### config.mk
export PLATFORM = sky130hd
export DESIGN_NAME = alinea_ramp_meter_controller_unit
export DESIGN_NICKNAME = d
export VERILOG_FILES = /design/src/armc_pkg.sv /design/src/armc_div.sv /design/src/alinea_ramp_meter_controller_unit.sv
export SDC_FILE = /design/constraint.sdc
export NUM_CORES = 2
export LEC_CHECK = 0
export BUFFER_PORTS_ARGS = -buffer_cell sky130_fd_sc_hd__buf_2
export CAP_MARGIN = 5
export CORE_MARGIN = 8
export CORE_UTILIZATION = 55
export DETAILED_ROUTE_END_ITERATION = 8
export PLACE_DENSITY = 0.68
export SYNTH_ARGS = -nofsm -noshare
export SYNTH_HDL_FRONTEND = slang
export SYNTH_SLANG_ARGS = --single-unit
### constraint.sdc
create_clock -name clk -period 9.7 [get_ports clk]
set_input_delay 0.485 -clock clk [delete_from_list [all_inputs] [get_ports clk]]
set_output_delay 0.485 -clock clk [all_outputs]
set_load 0.05 [all_outputs]
### src/armc_pkg.sv
// Shared types and constants for the ramp meter controller.
`timescale 1ns / 1ps

package armc_pkg;

    // Field and state widths
    localparam int SUM_W  = 27;
    localparam int FLOW_W = 20;
    localparam int INT_W  = 16;
    localparam int CFG_W  = 16;
    localparam int IDX_W  = 3;

    // Shared divider geometry: quotient bits, divisor bits, step counter
    localparam int DIV_QW = 27;
    localparam int DIV_DW = 20;
    localparam int DIV_CW = 5;

    localparam logic [SUM_W-1:0]  SUM_MAX      = 27'd134217727;
    localparam logic [DIV_QW-1:0] INTERVAL_NUM = 27'd9216000;

    // Reset values of configuration and state
    localparam logic [15:0]       GAIN_RST     = 16'd17920;
    localparam logic [14:0]       TARGET_RST   = 15'd5120;
    localparam logic [11:0]       FLOW_MIN_RST = 12'd200;
    localparam logic [11:0]       FLOW_MAX_RST = 12'd1800;
    localparam logic [4:0]        LANES_RST    = 5'd2;
    localparam logic [7:0]        PERIOD_RST   = 8'd30;
    localparam logic [FLOW_W-1:0] FLOW_RST     = 20'd76800;
    localparam logic [INT_W-1:0]  INTERVAL_RST = 16'd150;

    // Configuration register indexes
    localparam logic [IDX_W-1:0] REG_GAIN     = 3'd0;
    localparam logic [IDX_W-1:0] REG_TARGET   = 3'd1;
    localparam logic [IDX_W-1:0] REG_FLOW_MIN = 3'd2;
    localparam logic [IDX_W-1:0] REG_FLOW_MAX = 3'd3;
    localparam logic [IDX_W-1:0] REG_LANES    = 3'd4;
    localparam logic [IDX_W-1:0] REG_PERIOD   = 3'd5;

    typedef enum logic [1:0] {
        OP_SAMPLE   = 2'd0,
        OP_UPDATE   = 2'd1,
        OP_TICK     = 2'd2,
        OP_OVERRIDE = 2'd3
    } op_t;

    typedef struct packed {
        logic              start;
        logic [DIV_QW-1:0] numer;
        logic [DIV_DW-1:0] denom;
    } div_req_t;

    typedef struct packed {
        logic              done;
        logic [DIV_QW-1:0] quot;
    } div_rsp_t;

endpackage

### src/armc_div.sv
// Restoring divider, one quotient bit per cycle.
`timescale 1ns / 1ps

module armc_div
    import armc_pkg::*;
(
    input  logic     clk,
    input  logic     rst_n,
    input  div_req_t req,
    output div_rsp_t rsp
);

    logic              busy_reg, busy_next;
    logic              done_reg, done_next;
    logic [DIV_CW-1:0] cnt_reg, cnt_next;
    logic [DIV_DW-1:0] rem_reg, rem_next;
    logic [DIV_QW-1:0] quot_reg, quot_next;
    logic [DIV_DW-1:0] den_reg, den_next;

    logic [DIV_DW:0]   trial;
    logic [DIV_DW:0]   trial_sub;
    logic              ge;

    always_comb
    begin
        trial     = {rem_reg, quot_reg[DIV_QW-1]};
        trial_sub = trial - {1'b0, den_reg};
        ge        = (trial >= {1'b0, den_reg});

        busy_next = busy_reg;
        done_next = 1'b0;
        cnt_next  = cnt_reg;
        rem_next  = rem_reg;
        quot_next = quot_reg;
        den_next  = den_reg;

        if (req.start)
        begin
            busy_next = 1'b1;
            cnt_next  = DIV_CW'(DIV_QW - 1);
            rem_next  = '0;
            quot_next = req.numer;
            den_next  = req.denom;
        end
        else if (busy_reg)
        begin
            // shift in one numerator bit, subtract when it fits
            rem_next  = ge ? trial_sub[DIV_DW-1:0] : trial[DIV_DW-1:0];
            quot_next = {quot_reg[DIV_QW-2:0], ge};
            if (cnt_reg == '0)
            begin
                busy_next = 1'b0;
                done_next = 1'b1;
            end
            else
            begin
                cnt_next = cnt_reg - 1'b1;
            end
        end
    end

    always_ff @(posedge clk or negedge rst_n)
    begin
        if (!rst_n)
        begin
            busy_reg <= 1'b0;
            done_reg <= 1'b0;
            cnt_reg  <= '0;
        end
        else
        begin
            busy_reg <= busy_next;
            done_reg <= done_next;
            cnt_reg  <= cnt_next;
        end
    end

    always_ff @(posedge clk)
    begin
        rem_reg  <= rem_next;
        quot_reg <= quot_next;
        den_reg  <= den_next;
    end

    assign rsp.done = done_reg;
    assign rsp.quot = quot_reg;

endmodule

### src/alinea_ramp_meter_controller_unit.sv
// Top level of the ALINEA ramp meter controller.
`timescale 1ns / 1ps
// Sample, tick and override items are registered into the output at the accepting edge (result
// shown in the next cycle) when the output register is free, else they are parked in S_HOLD; one
// item per cycle is taken while the output register drains. An update item makes two passes
// through the shared 27-step restoring divider (mean occupancy, then green interval) with sequencing,
// multiply, rounding and clamping; in_ready stays low until its result is loaded into the output.
// Reset (asynchronous, active low) loads the default configuration, 300 veh/h flow,
// a 150-tick interval, and clears the accumulator, the tick counter and the output register.

module alinea_ramp_meter_controller_unit
    import armc_pkg::*;
(
    input  logic              clk,
    input  logic              rst_n,
    // configuration write port
    input  logic              cfg_wr_en,
    input  logic [IDX_W-1:0]  cfg_index,
    input  logic [CFG_W-1:0]  cfg_data,
    // input item channel
    input  logic              in_valid,
    output logic              in_ready,
    input  logic [1:0]        op,
    input  logic [14:0]       occupancy_sample,
    input  logic [INT_W-1:0]  override_interval,
    // result item channel
    output logic              out_valid,
    input  logic              out_ready,
    output logic              green_pulse,
    output logic [FLOW_W-1:0] metered_flow,
    output logic [INT_W-1:0]  green_interval
);

    typedef enum logic [2:0] {
        S_IDLE,   // take items; quick ops complete here when the output is free
        S_MEAN,   // wait for occupancy_sum / (lanes * period)
        S_MUL,    // gain * (target - mean)
        S_DELTA,  // scale product to Q.8 step, truncating toward zero
        S_FLOW,   // add step and clamp
        S_RECIP,  // launch 9216000 / flow
        S_INTV,   // wait for interval, saturate, clear accumulator
        S_HOLD    // wait for the output register to free up
    } state_t;

    // Configuration registers
    logic [15:0] gain_reg;
    logic [14:0] target_reg;
    logic [11:0] flow_min_reg;
    logic [11:0] flow_max_reg;
    logic [4:0]  lanes_reg;
    logic [7:0]  period_reg;

    // Controller state
    state_t             state_reg, state_next;
    logic [SUM_W-1:0]   sum_reg, sum_next;
    logic [FLOW_W-1:0]  flow_reg, flow_next;
    logic [INT_W-1:0]   interval_reg, interval_next;
    logic [INT_W-1:0]   tick_reg, tick_next;
    logic               pend_pulse_reg, pend_pulse_next;

    // Update datapath
    logic signed [27:0] diff_reg, diff_next;
    logic signed [44:0] prod_reg, prod_next;
    logic signed [36:0] delta_reg, delta_next;

    // Output register
    logic               out_valid_reg, out_valid_next;
    logic               out_pulse_reg, out_pulse_next;
    logic [FLOW_W-1:0]  out_flow_reg, out_flow_next;
    logic [INT_W-1:0]   out_interval_reg, out_interval_next;

    // Shared divider
    div_req_t div_req;
    div_rsp_t div_rsp;

    logic               accept;
    logic               out_free;
    logic               pulse;
    logic               load_out;
    logic [4:0]         lanes_eff;
    logic [7:0]         period_eff;
    logic [12:0]        divisor;
    logic [SUM_W:0]     sum_add;
    logic [INT_W:0]     tick_inc;
    logic signed [44:0] prod_adj;
    logic signed [37:0] flow_sum;
    logic signed [37:0] hi_bound;
    logic signed [37:0] lo_bound;
    logic               delta_pos;

    armc_div u_div (
        .clk   (clk),
        .rst_n (rst_n),
        .req   (div_req),
        .rsp   (div_rsp)
    );

    assign in_ready       = (state_reg == S_IDLE);
    assign accept         = in_valid && in_ready;
    assign out_free       = !out_valid_reg || out_ready;
    assign out_valid      = out_valid_reg;
    assign green_pulse    = out_pulse_reg;
    assign metered_flow   = out_flow_reg;
    assign green_interval = out_interval_reg;

    // A lane count or period of zero acts as one in the divisor
    assign lanes_eff  = (lanes_reg == '0) ? 5'd1 : lanes_reg;
    assign period_eff = (period_reg == '0) ? 8'd1 : period_reg;
    assign divisor    = lanes_eff * period_eff;

    always_comb
    begin
        sum_add   = {1'b0, sum_reg} + {13'd0, occupancy_sample};
        tick_inc  = {1'b0, tick_reg} + 1'b1;
        // bias negative products so the shift truncates toward zero
        prod_adj  = prod_reg + $signed({37'd0, prod_reg[44] ? 8'hFF : 8'h00});
        flow_sum  = $signed({18'd0, flow_reg}) + 38'(delta_reg);
        hi_bound  = $signed({18'd0, flow_max_reg, 8'd0});
        lo_bound  = $signed({18'd0, flow_min_reg, 8'd0});
        delta_pos = !delta_reg[36] && (delta_reg != '0);

        state_next      = state_reg;
        sum_next        = sum_reg;
        flow_next       = flow_reg;
        interval_next   = interval_reg;
        tick_next       = tick_reg;
        pend_pulse_next = pend_pulse_reg;
        diff_next       = diff_reg;
        prod_next       = prod_reg;
        delta_next      = delta_reg;
        pulse           = 1'b0;
        load_out        = 1'b0;

        div_req.start = 1'b0;
        div_req.numer = sum_reg;
        div_req.denom = {7'd0, divisor};

        case (state_reg)
            S_IDLE:
            begin
                if (accept)
                begin
                    case (op_t'(op))
                        OP_SAMPLE:
                        begin
                            // saturate the accumulator
                            sum_next = (sum_add > {1'b0, SUM_MAX}) ? SUM_MAX
                                                                   : sum_add[SUM_W-1:0];
                        end
                        OP_UPDATE:
                        begin
                            div_req.start = 1'b1;
                            state_next    = S_MEAN;
                        end
                        OP_TICK:
                        begin
                            if (tick_inc >= {1'b0, interval_reg})
                            begin
                                pulse     = 1'b1;
                                tick_next = '0;
                            end
                            else
                            begin
                                tick_next = tick_inc[INT_W-1:0];
                            end
                        end
                        OP_OVERRIDE:
                        begin
                            interval_next = override_interval;
                        end
                        default:
                        begin
                            state_next = S_IDLE;
                        end
                    endcase

                    if (op_t'(op) != OP_UPDATE)
                    begin
                        // finish now if the output register can take it, else park
                        if (out_free)
                        begin
                            load_out = 1'b1;
                        end
                        else
                        begin
                            pend_pulse_next = pulse;
                            state_next      = S_HOLD;
                        end
                    end
                end
            end
            S_MEAN:
            begin
                if (div_rsp.done)
                begin
                    diff_next  = $signed({13'd0, target_reg}) - $signed({1'b0, div_rsp.quot});
                    state_next = S_MUL;
                end
            end
            S_MUL:
            begin
                prod_next  = $signed({1'b0, gain_reg}) * diff_reg;
                state_next = S_DELTA;
            end
            S_DELTA:
            begin
                delta_next = prod_adj[44:8];
                state_next = S_FLOW;
            end
            S_FLOW:
            begin
                // a positive step clamps at the top, any other at the bottom
                if (delta_pos)
                begin
                    flow_next = (flow_sum > hi_bound) ? hi_bound[FLOW_W-1:0]
                                                      : flow_sum[FLOW_W-1:0];
                end
                else
                begin
                    flow_next = (flow_sum < lo_bound) ? lo_bound[FLOW_W-1:0]
                                                      : flow_sum[FLOW_W-1:0];
                end
                state_next = S_RECIP;
            end
            S_RECIP:
            begin
                // zero flow gives an all-ones quotient, which saturates below
                div_req.start = 1'b1;
                div_req.numer = INTERVAL_NUM;
                div_req.denom = flow_reg;
                state_next    = S_INTV;
            end
            S_INTV:
            begin
                if (div_rsp.done)
                begin
                    interval_next   = (div_rsp.quot[DIV_QW-1:INT_W] != '0) ? '1
                                                            : div_rsp.quot[INT_W-1:0];
                    sum_next        = '0;
                    pend_pulse_next = 1'b0;
                    state_next      = S_HOLD;
                end
            end
            S_HOLD:
            begin
                if (out_free)
                begin
                    pulse      = pend_pulse_reg;
                    load_out   = 1'b1;
                    state_next = S_IDLE;
                end
            end
            default:
            begin
                state_next = S_IDLE;
            end
        endcase

        // output register: drop on handshake, load with post-item state
        out_valid_next    = out_valid_reg && !out_ready;
        out_pulse_next    = out_pulse_reg;
        out_flow_next     = out_flow_reg;
        out_interval_next = out_interval_reg;
        if (load_out)
        begin
            out_valid_next    = 1'b1;
            out_pulse_next    = pulse;
            out_flow_next     = flow_next;
            out_interval_next = interval_next;
        end
    end

    // Configuration writes
    always_ff @(posedge clk or negedge rst_n)
    begin
        if (!rst_n)
        begin
            gain_reg     <= GAIN_RST;
            target_reg   <= TARGET_RST;
            flow_min_reg <= FLOW_MIN_RST;
            flow_max_reg <= FLOW_MAX_RST;
            lanes_reg    <= LANES_RST;
            period_reg   <= PERIOD_RST;
        end
        else if (cfg_wr_en)
        begin
            case (cfg_index)
                REG_GAIN:     gain_reg     <= cfg_data;
                REG_TARGET:   target_reg   <= cfg_data[14:0];
                REG_FLOW_MIN: flow_min_reg <= cfg_data[11:0];
                REG_FLOW_MAX: flow_max_reg <= cfg_data[11:0];
                REG_LANES:    lanes_reg    <= cfg_data[4:0];
                REG_PERIOD:   period_reg   <= cfg_data[7:0];
                default:      gain_reg     <= gain_reg;
            endcase
        end
    end

    // Sequencer state and registered outputs
    always_ff @(posedge clk or negedge rst_n)
    begin
        if (!rst_n)
        begin
            state_reg        <= S_IDLE;
            sum_reg          <= '0;
            flow_reg         <= FLOW_RST;
            interval_reg     <= INTERVAL_RST;
            tick_reg         <= '0;
            pend_pulse_reg   <= 1'b0;
            out_valid_reg    <= 1'b0;
            out_pulse_reg    <= 1'b0;
            out_flow_reg     <= '0;
            out_interval_reg <= '0;
        end
        else
        begin
            state_reg        <= state_next;
            sum_reg          <= sum_next;
            flow_reg         <= flow_next;
            interval_reg     <= interval_next;
            tick_reg         <= tick_next;
            pend_pulse_reg   <= pend_pulse_next;
            out_valid_reg    <= out_valid_next;
            out_pulse_reg    <= out_pulse_next;
            out_flow_reg     <= out_flow_next;
            out_interval_reg <= out_interval_next;
        end
    end

    // Update datapath payload
    always_ff @(posedge clk)
    begin
        diff_reg  <= diff_next;
        prod_reg  <= prod_next;
        delta_reg <= delta_next;
    end

endmodule

; ---- After elaboration in Yosys (flattened, before gate mapping)
; Cells that the tools add are included.
[totals]
word_cells = 150
memories = 0
out_inout_bits = 39
reg_bits = 373
mem_bits_ro = 0
ram_bits = 0
inputBits = 57
latchBits = 0
[classes]
div = 0
n_mul = 2
eq_ne = 24
mux = 57
n_lt_le_gt_ge = 5
n_shift = 0
addsub = 7
bitwise_logic = 0
n_reduce_logical = 29
[op_table]
columns = cell, n
row1 = 27-bit two-way mux, 6
row2 = 20-bit two-way mux, 5
row3 = 16-bit two-way mux, 5
row4 = 27-bit one-hot mux with 2 select lines, 1
row5 = 47-bit two-way mux, 1
row6 = 45-bit by 9-bit adder with 45-bit output, 1
row7 = 17-bit by 28-bit multiplier with 45-bit output, 1
row8 = 21-bit by 37-bit adder with 38-bit output, 1
row9 = 38-bit by 21-bit > comparator with 1-bit output, 1
row10 = 38-bit by 21-bit less-than comparator with 1-bit output, 1
row11 = 37-bit nonzero test, 1
row12 = 16-bit one-hot mux with 2 select lines, 1
row13 = 27-bit by 15-bit adder with 28-bit output, 1
row14 = 28-bit by 27-bit > comparator with 1-bit output (second input constant), 1
row15 = 15-bit by 27-bit subtractor with 28-bit output, 1
row16 = 3-bit one-hot mux with 8 select lines, 1
row17 = 21-bit by 20-bit >= comparator with 1-bit output, 1
row18 = 3-bit two-way mux, 7
row19 = 1-bit two-way mux, 20
row20 = 5-bit two-way mux, 4
row21 = 20-bit subtractor, 1
row22 = 3-bit == test (second input constant), 6
row23 = 16-bit by 1-bit adder with 17-bit output (second input constant), 1
row24 = 17-bit by 16-bit >= comparator with 1-bit output, 1
row25 = other kinds (23), 54

; ---- Longest topological paths before layout
[logic_depth]
ltp_word = 8
depth_mapped = 27
depth_no_buf = 25

; ---- Hierarchy
; From an unflattened synthesis, not the netlist that was laid out.
[hier_totals]
cells_unflattened = 4061
area_unflattened_um2 = 38503.2
[by_module_without_submodules]
columns = module, cells_each, seq_area_each_um2, n_inst, area_per_inst_um2
row1 = alinea_ramp_meter_controller_unit, 3714, 8064.0, 1, 34563.1
row2 = armc_div, 347, 1986.9, 1, 3940.0

; ---- Worst setup path after synthesis
; OpenSTA, ideal clock, no wires.
[synth_path]
kind = register -> register
from = register gain_reg[7]
to = register prod_reg[43] (data pin)
required_ns = 9.436
arrival_ns = 6.782
stages_incl_launch_ff = 27
setup_time_ns = 0.264
path_buffers = 2
synth_period_minus_slack_ns = 7.046
slack_ns = 2.654
cell_sequence = dfrtp_1 clkbuf_1 clkbuf_1 and2_1 fa_1 inv_1 fa_1 fa_1 fa_1 inv_1 fa_1 inv_1 fa_1 inv_1 ha_1 a21o_1 a21oi_1 nor2_1 or3_1 a221oi_1 o21ai_0 a21oi_1 a21oi_1 a21o_1 a211o_1 a221oi_1 xnor2_1
[synth_via]
elab_chain_cells = 1
[synth_lines]
columns = item, line_no
row1 = start: declaration, alinea_ramp_meter_controller_unit.sv:46  ; logic [15:0] gain_reg;
row2 = start signal: assignment, alinea_ramp_meter_controller_unit.sv:288  ; REG_GAIN: gain_reg <= cfg_data;
row3 = start signal: assignment, alinea_ramp_meter_controller_unit.sv:294  ; default: gain_reg <= gain_reg;
row4 = 17-bit by 28-bit multiplier with 45-bit output, alinea_ramp_meter_controller_unit.sv:202  ; prod_next = $signed({1'b0, gain_reg}) * diff_reg;
row5 = end signal: assignment, alinea_ramp_meter_controller_unit.sv:334  ; prod_reg <= prod_next;
row6 = end: declaration, alinea_ramp_meter_controller_unit.sv:63  ; logic signed [44:0] prod_reg, prod_next;
; No other way between the ends.
; A chain may end at the register's enable or synchronous reset.

; ---- Worst setup path after layout
[layout_path]
from = register gain_reg[4]
to = register prod_reg[43] (data pin)
; The elaborated chain is that of the path after synthesis.

==> out/qor.tcl <==
set qor(drc) 0
set qor(clock_latency_ns) 0.58
set qor(synth.avg_cell_area_um2) 9.51
set qor(grt_setup_unrepaired) {no}
set qor(hold_violations) 0
set qor(synth_most_common_cell) {inv_1}
set qor(finalSetupViolations) 0
set qor(regToRegStartpoint) {gain_reg[4]$_DFFE_PN0P_}
set qor(setup.worst_path.end_class) {flop}
set qor(fin_nets) 4722
set qor(clock_skew_ns) 0.0279
set qor(startpoint) {gain_reg[4]$_DFFE_PN0P_}
set qor(detailedPlace.worstSlack_ns) 1.82
set qor(tritoncts) {yes}
set qor(yosysTopAreaCellShare_pct) 24.3
set qor(routed_antenna_nets) 0
set qor(ioPinCount) 96
set qor(vias_in_the_first_global_route) 27600
set qor(drtIter0Drc) 1842
set qor(floorplan.die.width_um) 277
set qor(fmax_ghz) 0.126
set qor(gp_congestion) 0.924
set qor(r2r-end) {prod_reg[43]$_DFFE_PP_}
set qor(cts.path.max_buffers) 3
set qor(min_delay_path_depth) 2
set qor(timing.hold.worst_endpoint) {gain_reg[15]$_DFFE_PN0P_}
set qor(fp.dieH_um) 277
set qor(remaining_global_route_overflow) 0
set qor(timing_worst_setup_path_type) {flop to flop}
set qor(first_pass_iters) 5
set qor(crit_required_ns) 10.01
set qor(buffer_ports.inserted) 95
set qor(grt_use_total_pct) 24.1
set qor(post_synth_inst_count) 3942
set qor(drt-total-wl_mm) 92.7
set qor(dp.final_hpwl_mm) 72.6
set qor(flip_flop_and_latch_count_after_synthesis) 373
set qor(synth-seq-area-share_pct) 26.8
set qor(cts_resized) 0
set qor(synth.lib_cells_used.distinct) 86
set qor(layout_min_cycle_time_ns) 7.92
set qor(mappedNetlistArea_um2) 37500
set qor(grt_start_max_net_pins) 76
set qor(flow.area_growth_from_synthesis_pct) 7.12
set qor(synth_edf_count) 157
set qor(grt_first_pass_wirelength_mm) 150
set qor(hp_class) {input pin to flop}
set qor(cts_made_buffers) 42
set qor(antenna_violations_before_repair) 7
set qor(maxCapViolations) 0
set qor(clk_pin_slew_ns) 0.06
set qor(postCtsSetupRepairBufs) 0
set qor(route.detailed.wl_per_inst_um) 19.0
set qor(ys_top_cells_by_count) {inv_1 (664), nand2_1 (509), fa_1 (455)}
set qor(cts_num_sinks) 373
set qor(hold_path_startpoint) {cfg_data[15]}
set qor(critical_path_peak_fanout) 29
set qor(ys_top_cells_by_area) {fa_1 (24%), edfxtp_1 (13%), dfrtp_1 (11%)}
set qor(final_max_slew_viol_count) 0
set qor(largest_register_ff_count) 45
set qor(run_status) {finished clean}
set qor(vias_per_cell) 5.60
set qor(routed-via-count) 27300
set qor(yosys_warnings) 0
set qor(postCtsHoldBufs) 1
set qor(post_route_cells_drive_above_1_share_pct) 8.07
set qor(yosys.area.top_type) {fa_1}
set qor(floorplan.initialDensity_pct) 55.6
set qor(yosys_most_used_dff) {dfrtp_1}
set qor(slew_at_the_pin_closest_to_its_max_slew_limit_ns) 1.20
set qor(crit_arrival_ns) 8.23
set qor(core.rowCount) 95
set qor(synth.net_count) 4707
set qor(area_of_the_core_um2) 67400
set qor(worst_slew_margin_rel_pct) 19.7
set qor(timing.final.ws_setup_ns) 1.78
set qor(finalCritPeriodShare_pct) 81.6
set qor(cp-start-kind) {flop}
set qor(htreeDepth) 2
set qor(clock_tree.root_cell) {clkbuf_16}
set qor(reg2reg_depth) 23
set qor(die_area_um2) 76800
set qor(asyncSetResetFlopFracSynth_pct) 52.5
set qor(timing.setup.tns_ns) 0
set qor(reg2reg_setup_slack_ns) 1.78
layout by cell type, fill, tap and decap left out, drive strengths merged, types with 17 or more instances in the layout:
| cell type | synthesis | routed |
|---|---|---|
| nor4 | 24 | 24 |
| mux2 | 79 | 79 |
| nand2b | 42 | 42 |
| clkbuf | 142 | 57 |
| dfrtp | 171 | 171 |
| nor2b | 39 | 39 |
| nor3 | 42 | 42 |
| dfstp | 25 | 25 |
| and3 | 39 | 39 |
| nand2 | 509 | 509 |
| and2 | 221 | 221 |
| a22o | 17 | 17 |
| a21oi | 153 | 153 |
| nand4 | 25 | 25 |
| o21a | 25 | 25 |
| edfxtp | 157 | 157 |
| fa | 455 | 455 |
| ha | 253 | 253 |
| inv | 664 | 665 |
| nand3 | 54 | 54 |
| dfxtp | 20 | 20 |
| a21o | 45 | 45 |
| o21ai | 179 | 179 |
| xor2 | 48 | 48 |
| buf | 11 | 122 |
| nor2 | 143 | 143 |
| o31ai | 24 | 24 |
| xnor2 | 127 | 127 |
critical path, stage by stage, from the launching register on:
cell and delay, ns:
dfrtp_1 1.01, nand2_1 0.18, fa_1 0.60, fa_1 0.43, fa_1 0.48, fa_1 0.49
inv_1 0.05, fa_1 0.52, inv_1 0.05, fa_1 0.53, inv_1 0.04, ha_1 0.35
a21o_1 0.18, a21oi_1 0.13, nor2_1 0.06, or3_1 0.32, a221oi_1 0.52, o21ai_0 0.37
a21oi_1 0.24, a21oi_1 0.14, a21o_1 0.24, a211o_1 0.31, a221oi_1 0.31, xnor2_1 0.10
through the flow:
step	hold WS (ns)	instance area, µm²	cells	util (%)
final	0.138	40200	4868	59.6
after global routing	0.123	40200	4866	59.6
after CTS	0.108	40200	4863	59.6
after detailed placement	0.473	38700	4784	57.5
after global placement	0.468	38700	4784	57.5
after floorplan	0.189	37500	3942	-
metal layers:
layer	GRT usage, %	wire length (µm)	up-vias
li1	-	-	12800
met1	33.5	41100	13500
met5	0	0	-
met2	38.7	42300	827
met3	4.54	6850	155
met4	6.28	2540	0
final cells by class:
cell class	count	area, µm²
diodes	4	10.0
clock inverters	22	241
repair buffers	124	704
well taps	873	1090
flip-flops and latches	373	10100
clock buffers	56	1150
fillers	5780	27200
inverters	665	2500
multi-input cells	2751	24400
cells by family (layout without fill, tap and decap cells):
family	after synthesis	after routing	share of synthesized area [%]
adders and majority gates	708	708	32.7
and+or+nand+nor	1183	1183	15.3
xor gates and xnor gates	175	175	4.09
DFF	373	373	26.8
buffers and inverters	818	867	8.26
other	0	4	0
muxes	91	91	2.69
AOI/OAI and AO/OA	594	594	10.1
worst max path at each step:
stage,endpoint,depth (start not counted)
6_report,prod_reg[43]$_DFFE_PP_,23
5_1_grt,prod_reg[42]$_DFFE_PP_,23
4_1_cts,prod_reg[43]$_DFFE_PP_,23
3_5_place_dp,prod_reg[43]$_DFFE_PP_,23
3_3_place_gp,prod_reg[43]$_DFFE_PP_,23
2_1_floorplan,prod_reg[43]$_DFFE_PP_,26
Power is left out: the tool's default activity adds up to more than one toggle a clock period on the data nets, which glitch-free logic cannot reach.
